## src/rtl/psu_ram.sv

```systemverilog
// Generic single-write, single-read RAM with registered read data.
`default_nettype none
module psu_ram #(
	parameter int unsigned WIDTH = 8,
	parameter int unsigned DEPTH = 16,
	localparam int unsigned AW = (DEPTH > 1) ? $clog2(DEPTH) : 1
) (
	input  wire logic             clk,
	input  wire logic             we,
	input  wire logic [AW-1:0]    waddr,
	input  wire logic [WIDTH-1:0] wdata,
	input  wire logic [AW-1:0]    raddr,
	output logic      [WIDTH-1:0] rdata
);

	logic [WIDTH-1:0] mem [DEPTH];

	// write port and registered read port
	always_ff @(posedge clk) begin
		if (we) begin
			mem[waddr] <= wdata;
		end
		rdata <= mem[raddr];
	end

endmodule
`default_nettype wire

```

## config.mk

```make
export PLATFORM = sky130hd
export DESIGN_NAME = psu_ram
export DESIGN_NICKNAME = d
export VERILOG_FILES = /design/src/rtl/psu_ram.sv
export SDC_FILE = /design/constraint.sdc
export NUM_CORES = 1
export LEC_CHECK = 0
export BUFFER_PORTS_ARGS = -buffer_cell sky130_fd_sc_hd__buf_2
export CAP_MARGIN = 20
export CORE_AREA = 10 10 118 120
export CTS_CLUSTER_SIZE = 25
export DETAILED_ROUTE_END_ITERATION = 10
export DIE_AREA = 0 0 128 130
export HOLD_SLACK_MARGIN = 0.12
export MAX_ROUTING_LAYER = met4
export PLACE_DENSITY = 0.59
export SETUP_SLACK_MARGIN = 0.2
export SYNTH_ARGS = -nofsm -noshare
export SYNTH_HDL_FRONTEND = slang
export SYNTH_SLANG_ARGS = --single-unit
```

## constraint.sdc

```tcl
create_clock -name clk -period 2.05 [get_ports clk]
set_clock_uncertainty 0.15 [all_clocks]
set_input_delay 0.1025 -clock clk [delete_from_list [all_inputs] [get_ports clk]]
set_output_delay 0.1025 -clock clk [all_outputs]
set_load 0.005 [all_outputs]
```

==> run_results.csv <==
group,metric,value,unit
outcome,status,"finished, final reports clean",
finish,diodes,0,
die,dieArea,0.0166,sq mm
finish,final_cell_area,0.00619,sq mm
min_path,hold_depth,3,
sta,slew_violations,0,
yosys,yosys-top-cells-area,"edfxtp_1 (75%), mux4_2 (7.9%), mux4_1 (7.1%), dfxtp_1 (3.1%), a22oi_1 (2.3%)",
detailed_routing,ant_nets,0,
critical_path,critical_path.slowest_cell,"dlygate4sd3_1",
yosys,synth.top_cell.area_share,0.747,
global_routing,grt_antenna_before_repair,0,
cts,post_cts_buffers,0,
placement,place_ws,0.324,ns
critical_path,worst-setup-path-type,"in2reg",
critical_path,timing.critical_path.required,2.01,ns
yosys,synthCells,229,
cts,cts-resized-gates,0,
finish,register_area,0.00400,sq mm
yosys,syn_area,0.00515,sq mm
placement,dp_hpwl,6.15,mm
critical_path,crit_chain,"dlygate4sd3_1 > buf_2 > nor3_1 > dlygate4sd3_1 > buf_4",
cts,cts_sinks,136,
yosys,synth_warnings,0,
critical_path,critPathLaunchType,"primary input",
yosys,synth_flop_cell,"edfxtp_1",
critical_path,end_kind,"register",
critical_path,worstPathMaxFanout,8,
sta,hold_violations,0,
detailed_routing,drcViolationCount,0,
finish,multi_input_area,0.00106,sq mm
die,rows,40,
placement,placement.io_buffers,25,
yosys,synth_edf_count,128,
detailed_routing,drt_iter0_markers,260,
detailed_routing,drt_wl_total,9.67,mm
detailed_routing,via_per_inst,5.34,
critical_path,cp.depth,5,
cts,clkTransAtPathRegs,0.06,ns
die,start_util,0.440,
cts,htreeDepth,4,
sta,setup_ws,0.282,ns
critical_path,crit_family,"buffers and inverters",
cts,cts_hold_buf,10,
yosys,syn_nets,247,
min_path,hp-class,"in2reg",
cts,cts.path.max_buffers,2,
pwr,power,6.18,mW
yosys,synth_cell_type_count,19,
finish,area_growth,20.2,%
detailed_routing,drtPass1Iterations,4,
sta,max_freq,566,MHz
detailed_routing,wire_per_inst,21.3,um
detailed_routing,vias,2419,
finish,final_nets,311,
die,die_h,130,um
critical_path,r2r_cells,3,
cts,insertion_delay,0.40,ns
critical_path,cpPeakStageDelay,0.58,ns
die,io_pins,26,
placement,placed_area,0.00555,sq mm
finish,fin_util,0.529,
job,cap_viol_max_count,0,
cts,tritoncts,"done",
yosys,synth-seq-cells,136,
global_routing,globalRoute.totalOverflow,0,
sta,rsz0062_at_grt,"false",
placement,place_congestion,0.750,
global_routing,grt_use_total,0.125,
finish,drive_gt1_frac,0.304,
cts,cts_root_buf,"clkbuf_16",
yosys,synthTopCellsByCount,"edfxtp_1 (128), mux4_2 (18), a22oi_1 (16)",
critical_path,crit_buf_inv,4,
global_routing,grt_pass1_vias,2608,
sta,finalCritPeriodShare,0.862,
global_routing,grt_first_pass_wirelength,14.8,mm
yosys,yosysSeqAreaShare,0.778,
sta,finalSetupTns,0,ns
yosys,synth_most_common_cell,"edfxtp_1",
pwr,irDropWorstVdd,0.000528,V
finish,fillers,951,
yosys,syn_avg_cell_area,22.5,sq um
die,die_w,128,um
sta,finalSetupViolCount,0,
pwr,leakage,2.12,nW
yosys,synth_top_area_cell,"edfxtp_1",
die,core_area,0.0117,sq mm
critical_path,critPathArrivalTime,1.73,ns
sta,slew_headroom,0.605,
cts,cts_buffers,17,
sta,worst_slew_pin_slew,0.590,ns
global_routing,grt_max_degree,33,
critical_path,critical-path-top-cell-by-count,"dlygate4sd3_1",
yosys,synthArstFlopShare,0,
sta,layout_min_cycle_time,1.77,ns
pwr,p_per_area,999,mW/mm^2
[power breakdown]
part           leakage [nW]  total (mW)  switching [mW]  internal, mW
Combinational         0.630       0.297           0.160         0.137
Clock                 0.269        2.76            1.05          1.71
Sequential             1.22        3.13          0.0160          3.11
Total                  2.12        6.18            1.22          4.96
[state kept, by name, indices dropped and copies added (netlist names)]
signal  cells
rdata       8
mem       128
[layer usage]
metal | vias to the layer above | global-route usage | part of all wire
li1 | 1105 | - | -
met1 | 1239 | 0.154 | 0.44
met2 | 63 | 0.194 | 0.51
met3 | 12 | 0.0325 | 0.041
met4 | 0 | 0.0536 | 0.013
met5 | - | - | 0
[logic make-up after synthesis]
| logic type | share of synthesized area |
|---|---|
| compound gates | 0.0233 |
| buf+inv | 0.0168 |
| flops | 0.778 |
| mux | 0.150 |
| simple gates | 0.0318 |
[worst paths after layout]
| check | startpoint | end | slack, ns |
|---|---|---|---|
| worst max register to register | mem[6][3] | rdata[3] | 0.54 |
| worst max-delay path | waddr[0] | mem[4][6] | 0.28 |
| worst min-delay path | waddr[2] | mem[7][4] | 0.14 |
| worst min register to register | mem[11][1] | rdata[1] | 0.52 |
[worst min-delay path, cell delays in order]
cell and delay, ns:
buf_2 0.12, nand3b_1 0.14, nor2_1 0.14
[per-stage QoR]
| step | hold slack (ns) | instances |
|---|---|---|
| 6_report | 0.138 | 453 |
| 2_1_floorplan | 0.0514 | 229 |
| 4_1_cts | 0.127 | 453 |
| 3_5_place_dp | 0.336 | 411 |
| 5_1_grt | 0.139 | 453 |
| 3_3_place_gp | 0.334 | 411 |
[layout by cell type, fill, tap and decap left out, drive strengths merged]
cell type / netlist / routed
clkinvlp: 0 / 2
nand3b: 2 / 2
buf: 7 / 45
nand2: 9 / 9
bufinv: 0 / 1
dlygate4sd3: 0 / 10
nor2b: 1 / 1
nor3: 4 / 4
edfxtp: 128 / 128
and2b: 1 / 1
clkbuf: 0 / 22
nand2b: 2 / 2
mux4: 32 / 32
nor2: 13 / 13
dfxtp: 8 / 8
a22oi: 16 / 16
nand3: 1 / 1
clkinv: 0 / 7
and2: 1 / 1
or3b: 1 / 1
[layout make-up]
type / count / share of cell area
Timing Repair Buffer: 55 / 0.0647
Clock buffer: 22 / 0.0750
Tap cell: 147 / 0.0297
Clock inverter: 10 / 0.0129
Multi-Input combinational cell: 83 / 0.171
Sequential cell: 136 / 0.647
(Power assumes the default switching activity.)
