### src/rtl/psu_pkg.sv
// Package: widths, codes, payload and shared-unit types for the plastic strain update block.
`default_nettype none
package psu_pkg;

	localparam int unsigned NUM_PARTICLES = 4096;
	localparam int unsigned ADDR_W = (NUM_PARTICLES > 1) ? $clog2(NUM_PARTICLES) : 1;

	localparam int unsigned IDX_W     = 12;
	localparam int unsigned DATA_W    = 32;
	localparam int unsigned LIM_W     = 31;
	localparam int unsigned NCOMP     = 6;
	localparam int unsigned WORD_W    = NCOMP * DATA_W + 1;
	localparam int unsigned CFG_IDX_W = 2;

	// shared unit widths
	localparam int unsigned OPW    = 36;
	localparam int unsigned WIDE   = 2 * OPW;
	localparam int unsigned DIVW   = OPW + 2;
	localparam int unsigned REMW   = OPW + 4;
	localparam int unsigned ITERS  = OPW;
	localparam int unsigned CNT_W  = $clog2(ITERS);

	// datapath widths
	localparam int unsigned DEV_W = 35;
	localparam int unsigned NV_W  = 36;

	typedef enum logic [CFG_IDX_W-1:0] {
		CFG_ELASTIC_LIMIT  = 2'd0,
		CFG_PLASTIC_LIMIT  = 2'd1,
		CFG_PLASTIC_ENABLE = 2'd2
	} cfg_reg_t;

	typedef struct packed {
		logic [IDX_W-1:0]         particle_index;
		logic signed [DATA_W-1:0] strain_xx;
		logic signed [DATA_W-1:0] strain_yy;
		logic signed [DATA_W-1:0] strain_zz;
		logic signed [DATA_W-1:0] strain_xy;
		logic signed [DATA_W-1:0] strain_xz;
		logic signed [DATA_W-1:0] strain_yz;
	} in_item_t;

	typedef struct packed {
		logic signed [DATA_W-1:0] plastic_xx;
		logic signed [DATA_W-1:0] plastic_yy;
		logic signed [DATA_W-1:0] plastic_zz;
		logic signed [DATA_W-1:0] plastic_xy;
		logic signed [DATA_W-1:0] plastic_xz;
		logic signed [DATA_W-1:0] plastic_yz;
		logic                     fractured;
	} out_item_t;

	typedef enum logic [2:0] {
		ALU_MUL  = 3'b001,
		ALU_DIV  = 3'b010,
		ALU_SQRT = 3'b100
	} alu_op_t;

	typedef struct packed {
		logic            start;
		alu_op_t         op;
		logic [WIDE-1:0] a;
		logic [DIVW-1:0] b;
	} alu_req_t;

	typedef struct packed {
		logic            done;
		logic [WIDE-1:0] res;
	} alu_rsp_t;

	// saturate a wide signed value to the signed 32-bit range
	function automatic logic signed [DATA_W-1:0] sat32(input logic signed [NV_W-1:0] v);
		logic signed [DATA_W-1:0] r;
		if (v[NV_W-1:DATA_W-1] == '0 || v[NV_W-1:DATA_W-1] == '1) begin
			r = v[DATA_W-1:0];
		end else if (v[NV_W-1]) begin
			r = {1'b1, {(DATA_W-1){1'b0}}};
		end else begin
			r = {1'b0, {(DATA_W-1){1'b1}}};
		end
		return r;
	endfunction

endpackage
`default_nettype wire

### src/rtl/psu_alu.sv
// Shared arithmetic unit: registered multiply, bit-serial divide and square root.
`default_nettype none
module psu_alu
	import psu_pkg::*;
(
	input  wire logic     clk,
	input  wire logic     arst_n,
	input  wire alu_req_t req,
	output alu_rsp_t      rsp
);

	logic                busy_q;
	logic                done_q;
	logic [CNT_W-1:0]    cnt_q;
	alu_op_t             op_q;
	logic [REMW-1:0]     rem_q;
	logic [WIDE-1:0]     sh_q;
	logic [DIVW-1:0]     b_q;
	logic [OPW-1:0]      root_q;
	logic [WIDE-1:0]     res_q;

	logic [REMW-1:0]     trial;
	logic [REMW-1:0]     sub_op;
	logic                ge;
	logic [REMW-1:0]     diff;
	logic [OPW-1:0]      root_nx;

	// one step: bring down the next bits, compare, subtract
	always_comb begin
		if (op_q == ALU_DIV) begin
			trial  = {rem_q[REMW-2:0], sh_q[WIDE-1]};
			sub_op = REMW'(b_q);
		end else begin
			trial  = {rem_q[REMW-3:0], sh_q[WIDE-1:WIDE-2]};
			sub_op = REMW'({root_q, 2'b01});
		end
		ge      = (trial >= sub_op);
		diff    = trial - sub_op;
		root_nx = {root_q[OPW-2:0], ge};
	end

	// control
	always_ff @(posedge clk or negedge arst_n) begin
		if (!arst_n) begin
			busy_q <= 1'b0;
			done_q <= 1'b0;
			cnt_q  <= '0;
			op_q   <= ALU_MUL;
		end else begin
			done_q <= 1'b0;
			if (req.start) begin
				op_q  <= req.op;
				cnt_q <= '0;
				if (req.op == ALU_MUL) begin
					done_q <= 1'b1;
				end else begin
					busy_q <= 1'b1;
				end
			end else if (busy_q) begin
				cnt_q <= cnt_q + 1'b1;
				if (cnt_q == CNT_W'(ITERS - 1)) begin
					busy_q <= 1'b0;
					done_q <= 1'b1;
				end
			end
		end
	end

	// operands, partial remainder and result
	always_ff @(posedge clk) begin
		if (req.start) begin
			b_q    <= req.b;
			root_q <= '0;
			if (req.op == ALU_MUL) begin
				res_q <= WIDE'(req.a[OPW-1:0]) * WIDE'(req.b[OPW-1:0]);
			end
			if (req.op == ALU_DIV) begin
				rem_q <= REMW'(req.a[WIDE-1:OPW]);
				sh_q  <= {req.a[OPW-1:0], {OPW{1'b0}}};
			end else begin
				rem_q <= '0;
				sh_q  <= req.a;
			end
		end else if (busy_q) begin
			rem_q  <= ge ? diff : trial;
			sh_q   <= (op_q == ALU_DIV) ? {sh_q[WIDE-2:0], 1'b0} : {sh_q[WIDE-3:0], 2'b00};
			root_q <= root_nx;
			if (cnt_q == CNT_W'(ITERS - 1)) begin
				res_q <= WIDE'(root_nx);
			end
		end
	end

	assign rsp.done = done_q;
	assign rsp.res  = res_q;

endmodule
`default_nettype wire

### config.mk
export PLATFORM = sky130hd
export DESIGN_NAME = psu_alu
export DESIGN_NICKNAME = d
export VERILOG_FILES = /design/src/rtl/psu_pkg.sv /design/src/rtl/psu_alu.sv
export SDC_FILE = /design/constraint.sdc
export NUM_CORES = 2
export LEC_CHECK = 0
export BUFFER_PORTS_ARGS = -buffer_cell sky130_fd_sc_hd__buf_2
export CORE_MARGIN = 3
export CORE_UTILIZATION = 30
export DETAILED_ROUTE_END_ITERATION = 12
export GPL_TIMING_DRIVEN = 0
export PLACE_DENSITY_LB_ADDON = 0.25
export SYNTH_ARGS = -nofsm -noshare
export SYNTH_HDL_FRONTEND = slang
export SYNTH_SLANG_ARGS = --single-unit
### constraint.sdc
create_clock -name clk -period 7.85 [get_ports clk]
set_input_delay 1.1775 -clock clk [delete_from_list [all_inputs] [get_ports clk]]
set_output_delay 1.1775 -clock clk [all_outputs]
set_load 0.02 [all_outputs]
==> flow_summary.toml <==
[run_status]
run_status = "complete, but fails checks"
violations = "negative setup slack"

[synth]
ys_seq_elements = 268
ys_seq_area_frac = 0.136
synth_top_cell_by_area = "fa_1"
synthCells = 6041
ys_types = 86
async_reset_ff_frac = 0.0410
yosys.area_share.simple = 0.150
synth_top_area_share = 0.411
synth_area_mm2 = 0.0563
syn_avg_cell_area_um2 = 9.32
ys.flop_type = "edfxtp_1"
ys_top_cells_by_area = "fa_1 41%, edfxtp_1 12%, inv_1 8.4%"
synth.net_count = 7645
synthAdderAreaFrac = 0.485
synth-compound-area-share = 0.0595
synth_top_family_by_area = "adder cells"
yosys_warnings = 0
synth-edff-count = 221
synthMuxAreaShare = 0.0426
synthXorXnorAreaFrac = 0.0160

[sta]
rsz0062_at_grt = "true"
layout_min_cycle_time_ns = 8.42
max_freq_ghz = 0.119
post-route-period-util = 1.07
slew_viol_final = 0
skew_ns = 0.0420
tightest_slew_ns = 1.34
setup_tns_ns = -6.58
fin_ws_ns = -0.574
hold_viol = 0
setup_violations = 28
maxSlewHeadroom = 0.108

[clock_tree]
clk_latency_ns = 0.63
cts_buffers = 37
postCtsHoldBufs = 0
root_buffer = "clkbuf_16"
clock_sinks = 268
htree_levels = 2
tritoncts = "done"
cts_buffer_depth = 3
cts.clk_slew.worst_paths_ns = 0.06

[setup_path]
crit_family = "adder cells"
cp-end-kind = "flop"
path_buf_inv = 5
worst_path_max_delay_cell = "fa_1"
cpPeakStageDelay_ns = 0.64
cp.required_ns = 8.23
start_kind = "input pin"
path_max_fanout = 10
cp_data_arrival_time_ns = 8.81
critPathKind = "input pin to flop"
cpMostUsedCell = "fa_1"

[die]
io-pin-count = 189
initial_core_util = 0.303
die_h_um = 439
die_x_um = 439
dieArea_mm2 = 0.193
coreArea_mm2 = 0.186
placementRows = 158

[drt]
detail-route-antenna-nets = 0
via_count = 45600
wl_um = 247000
wl_per_cell_um = 27.6
via_per_inst = 5.09
drc = 0
first_pass_iters = 6
drtIter0Drc = 4154

[place]
port_buffers = 152
placed_area_mm2 = 0.0612
place_hpwl_um = 198000
gp_congestion = 0.977

[cells_and_area]
finalInstanceArea_mm2 = 0.0691
drive_above_1_share = 0.178
areaGrowthSynthToFinish_pct = 22.8
nets = 8030
fillers = 18700

[global_route]
grt_max_degree = 68
grt-ovfl-total = 0
grt_pass1_wl_um = 346000
antenna_found_initial = 34
met2_usage = 0.403
use_met3 = 0.0434
gr-max-usage-layer = "met2"
grt.met1_usage = 0.325
grt_pass1_vias = 47300
groute.usage.overall = 0.253

[flow_run]
maxCapViolations = 0

[worst_hold_path]
hold_class = "input pin to async pin"
==> worst paths after layout <==
| kind | startpoint | end | slack [ns] | cells past startpoint |
|---|---|---|---|---|
| max | req[48] | res_q[71]$_SDFFCE_PN0P_ | -0.57 | 25 |
| min | arst_n | cnt_q[3]$_DFFE_PN0P_ | 0.45 | 1 |
| max reg2reg | op_q[2]$_DFFE_PN0P_ | rem_q[16]$_DFFE_PP_ | 0.84 | 18 |
| min reg2reg | op_q[1]$_DFFE_PN0P_ | op_q[1]$_DFFE_PN0P_ | 0.51 | 1 |
| max in group asynchronous | arst_n | op_q[0]$_DFFE_PN1P_ | 7.12 | 1 |
| min in group clk | op_q[1]$_DFFE_PN0P_ | op_q[1]$_DFFE_PN0P_ | 0.51 | 1 |
==> state kept, by name, indices dropped and copies added (netlist names) <==
name	flops
busy_q	1
sh_q	72
rem_q	39
cnt_q	6
b_q	38
op_q	3
done_q	1
res_q	72
root_q	36
==> Yosys cell counts (10+ instances only) <==
master and instances:
a21o_1 54, a21oi_1 165, a31oi_1 12, and2_1 569, and3_1 22, buf_1 13, buf_2 31, clkbuf_1 335
dfrtp_1 10, dfxtp_1 36, edfxtp_1 221, fa_1 1157, ha_1 331, inv_1 1260, mux2_2 71, mux2i_1 160
nand2_1 884, nand2b_1 18, nand3_1 24, nand4_1 38, nor2_1 158, nor2b_1 11, nor3_1 14, o211ai_1 10
o21a_1 15, o21ai_0 105, o21ai_1 28, o21bai_1 19, o22ai_1 38, xnor2_1 65, xor2_1 38
==> metal layers <==
layer | share of wire | up-vias
met3 | 0.091 | 516
met5 | 0.00018 | -
met2 | 0.46 | 2322
met1 | 0.39 | 23700
li1 | - | 19100
met4 | 0.067 | 6
==> through the flow <==
step	instances	worst slack, ns	utilization	hold WS (ns)
after floorplan	6041	-0.0534	-	0.460
after global placement	8673	-4.06	0.328	0.483
after detailed placement	8675	-3.86	0.329	0.496
after CTS	8843	-0.590	0.362	0.432
after global routing	8938	-0.647	0.371	0.457
final	8954	-0.574	0.372	0.451
==> kinds of logic after synthesis <==
family / after synthesis
xor+xnor: 103
mux: 231
buf+inv: 1648
fa+ha+maj: 1488
simple gates: 1770
flops: 268
compound gates: 533
==> final cells by class <==
class                      count  area (um^2)  share of cell area
inverter                    1261         4730              0.0685
antenna                       19         47.5            0.000688
timing repair buffer         378         3450              0.0499
buffer                       355         4900              0.0709
tap                         2480         3100              0.0449
clock inverter                22          195             0.00282
sequential                   268         7630               0.110
multi-input combinational   4125        44100               0.637
clock buffer                  46         1010              0.0146
==> cells in the final DEF, fill, tap and decap left out, types with 39 or more instances in the layout <==
master / n
fa_2: 68
edfxtp_1: 221
clkbuf_8: 46
buf_2: 137
and2_1: 540
clkbuf_1: 54
nor2_1: 148
buf_6: 54
inv_1: 1209
ha_1: 303
inv_2: 51
clkbuf_16: 154
mux2_2: 70
a21oi_1: 126
nand2_1: 865
o21ai_0: 87
xnor2_1: 57
fa_1: 1089
mux2i_1: 160
buf_4: 184
buf_12: 39
a21o_1: 54
==> repair_timing <==
item	4_1_cts	5_1_grt
setup endpoints to repair	59	45
gates cloned	3	3
buffers inserted	118	103
pin swaps	126	193
gates resized for setup	873	293
Power is not shown: default switching activity piles up to over one toggle a cycle in this logic, so the estimate is an artifact.
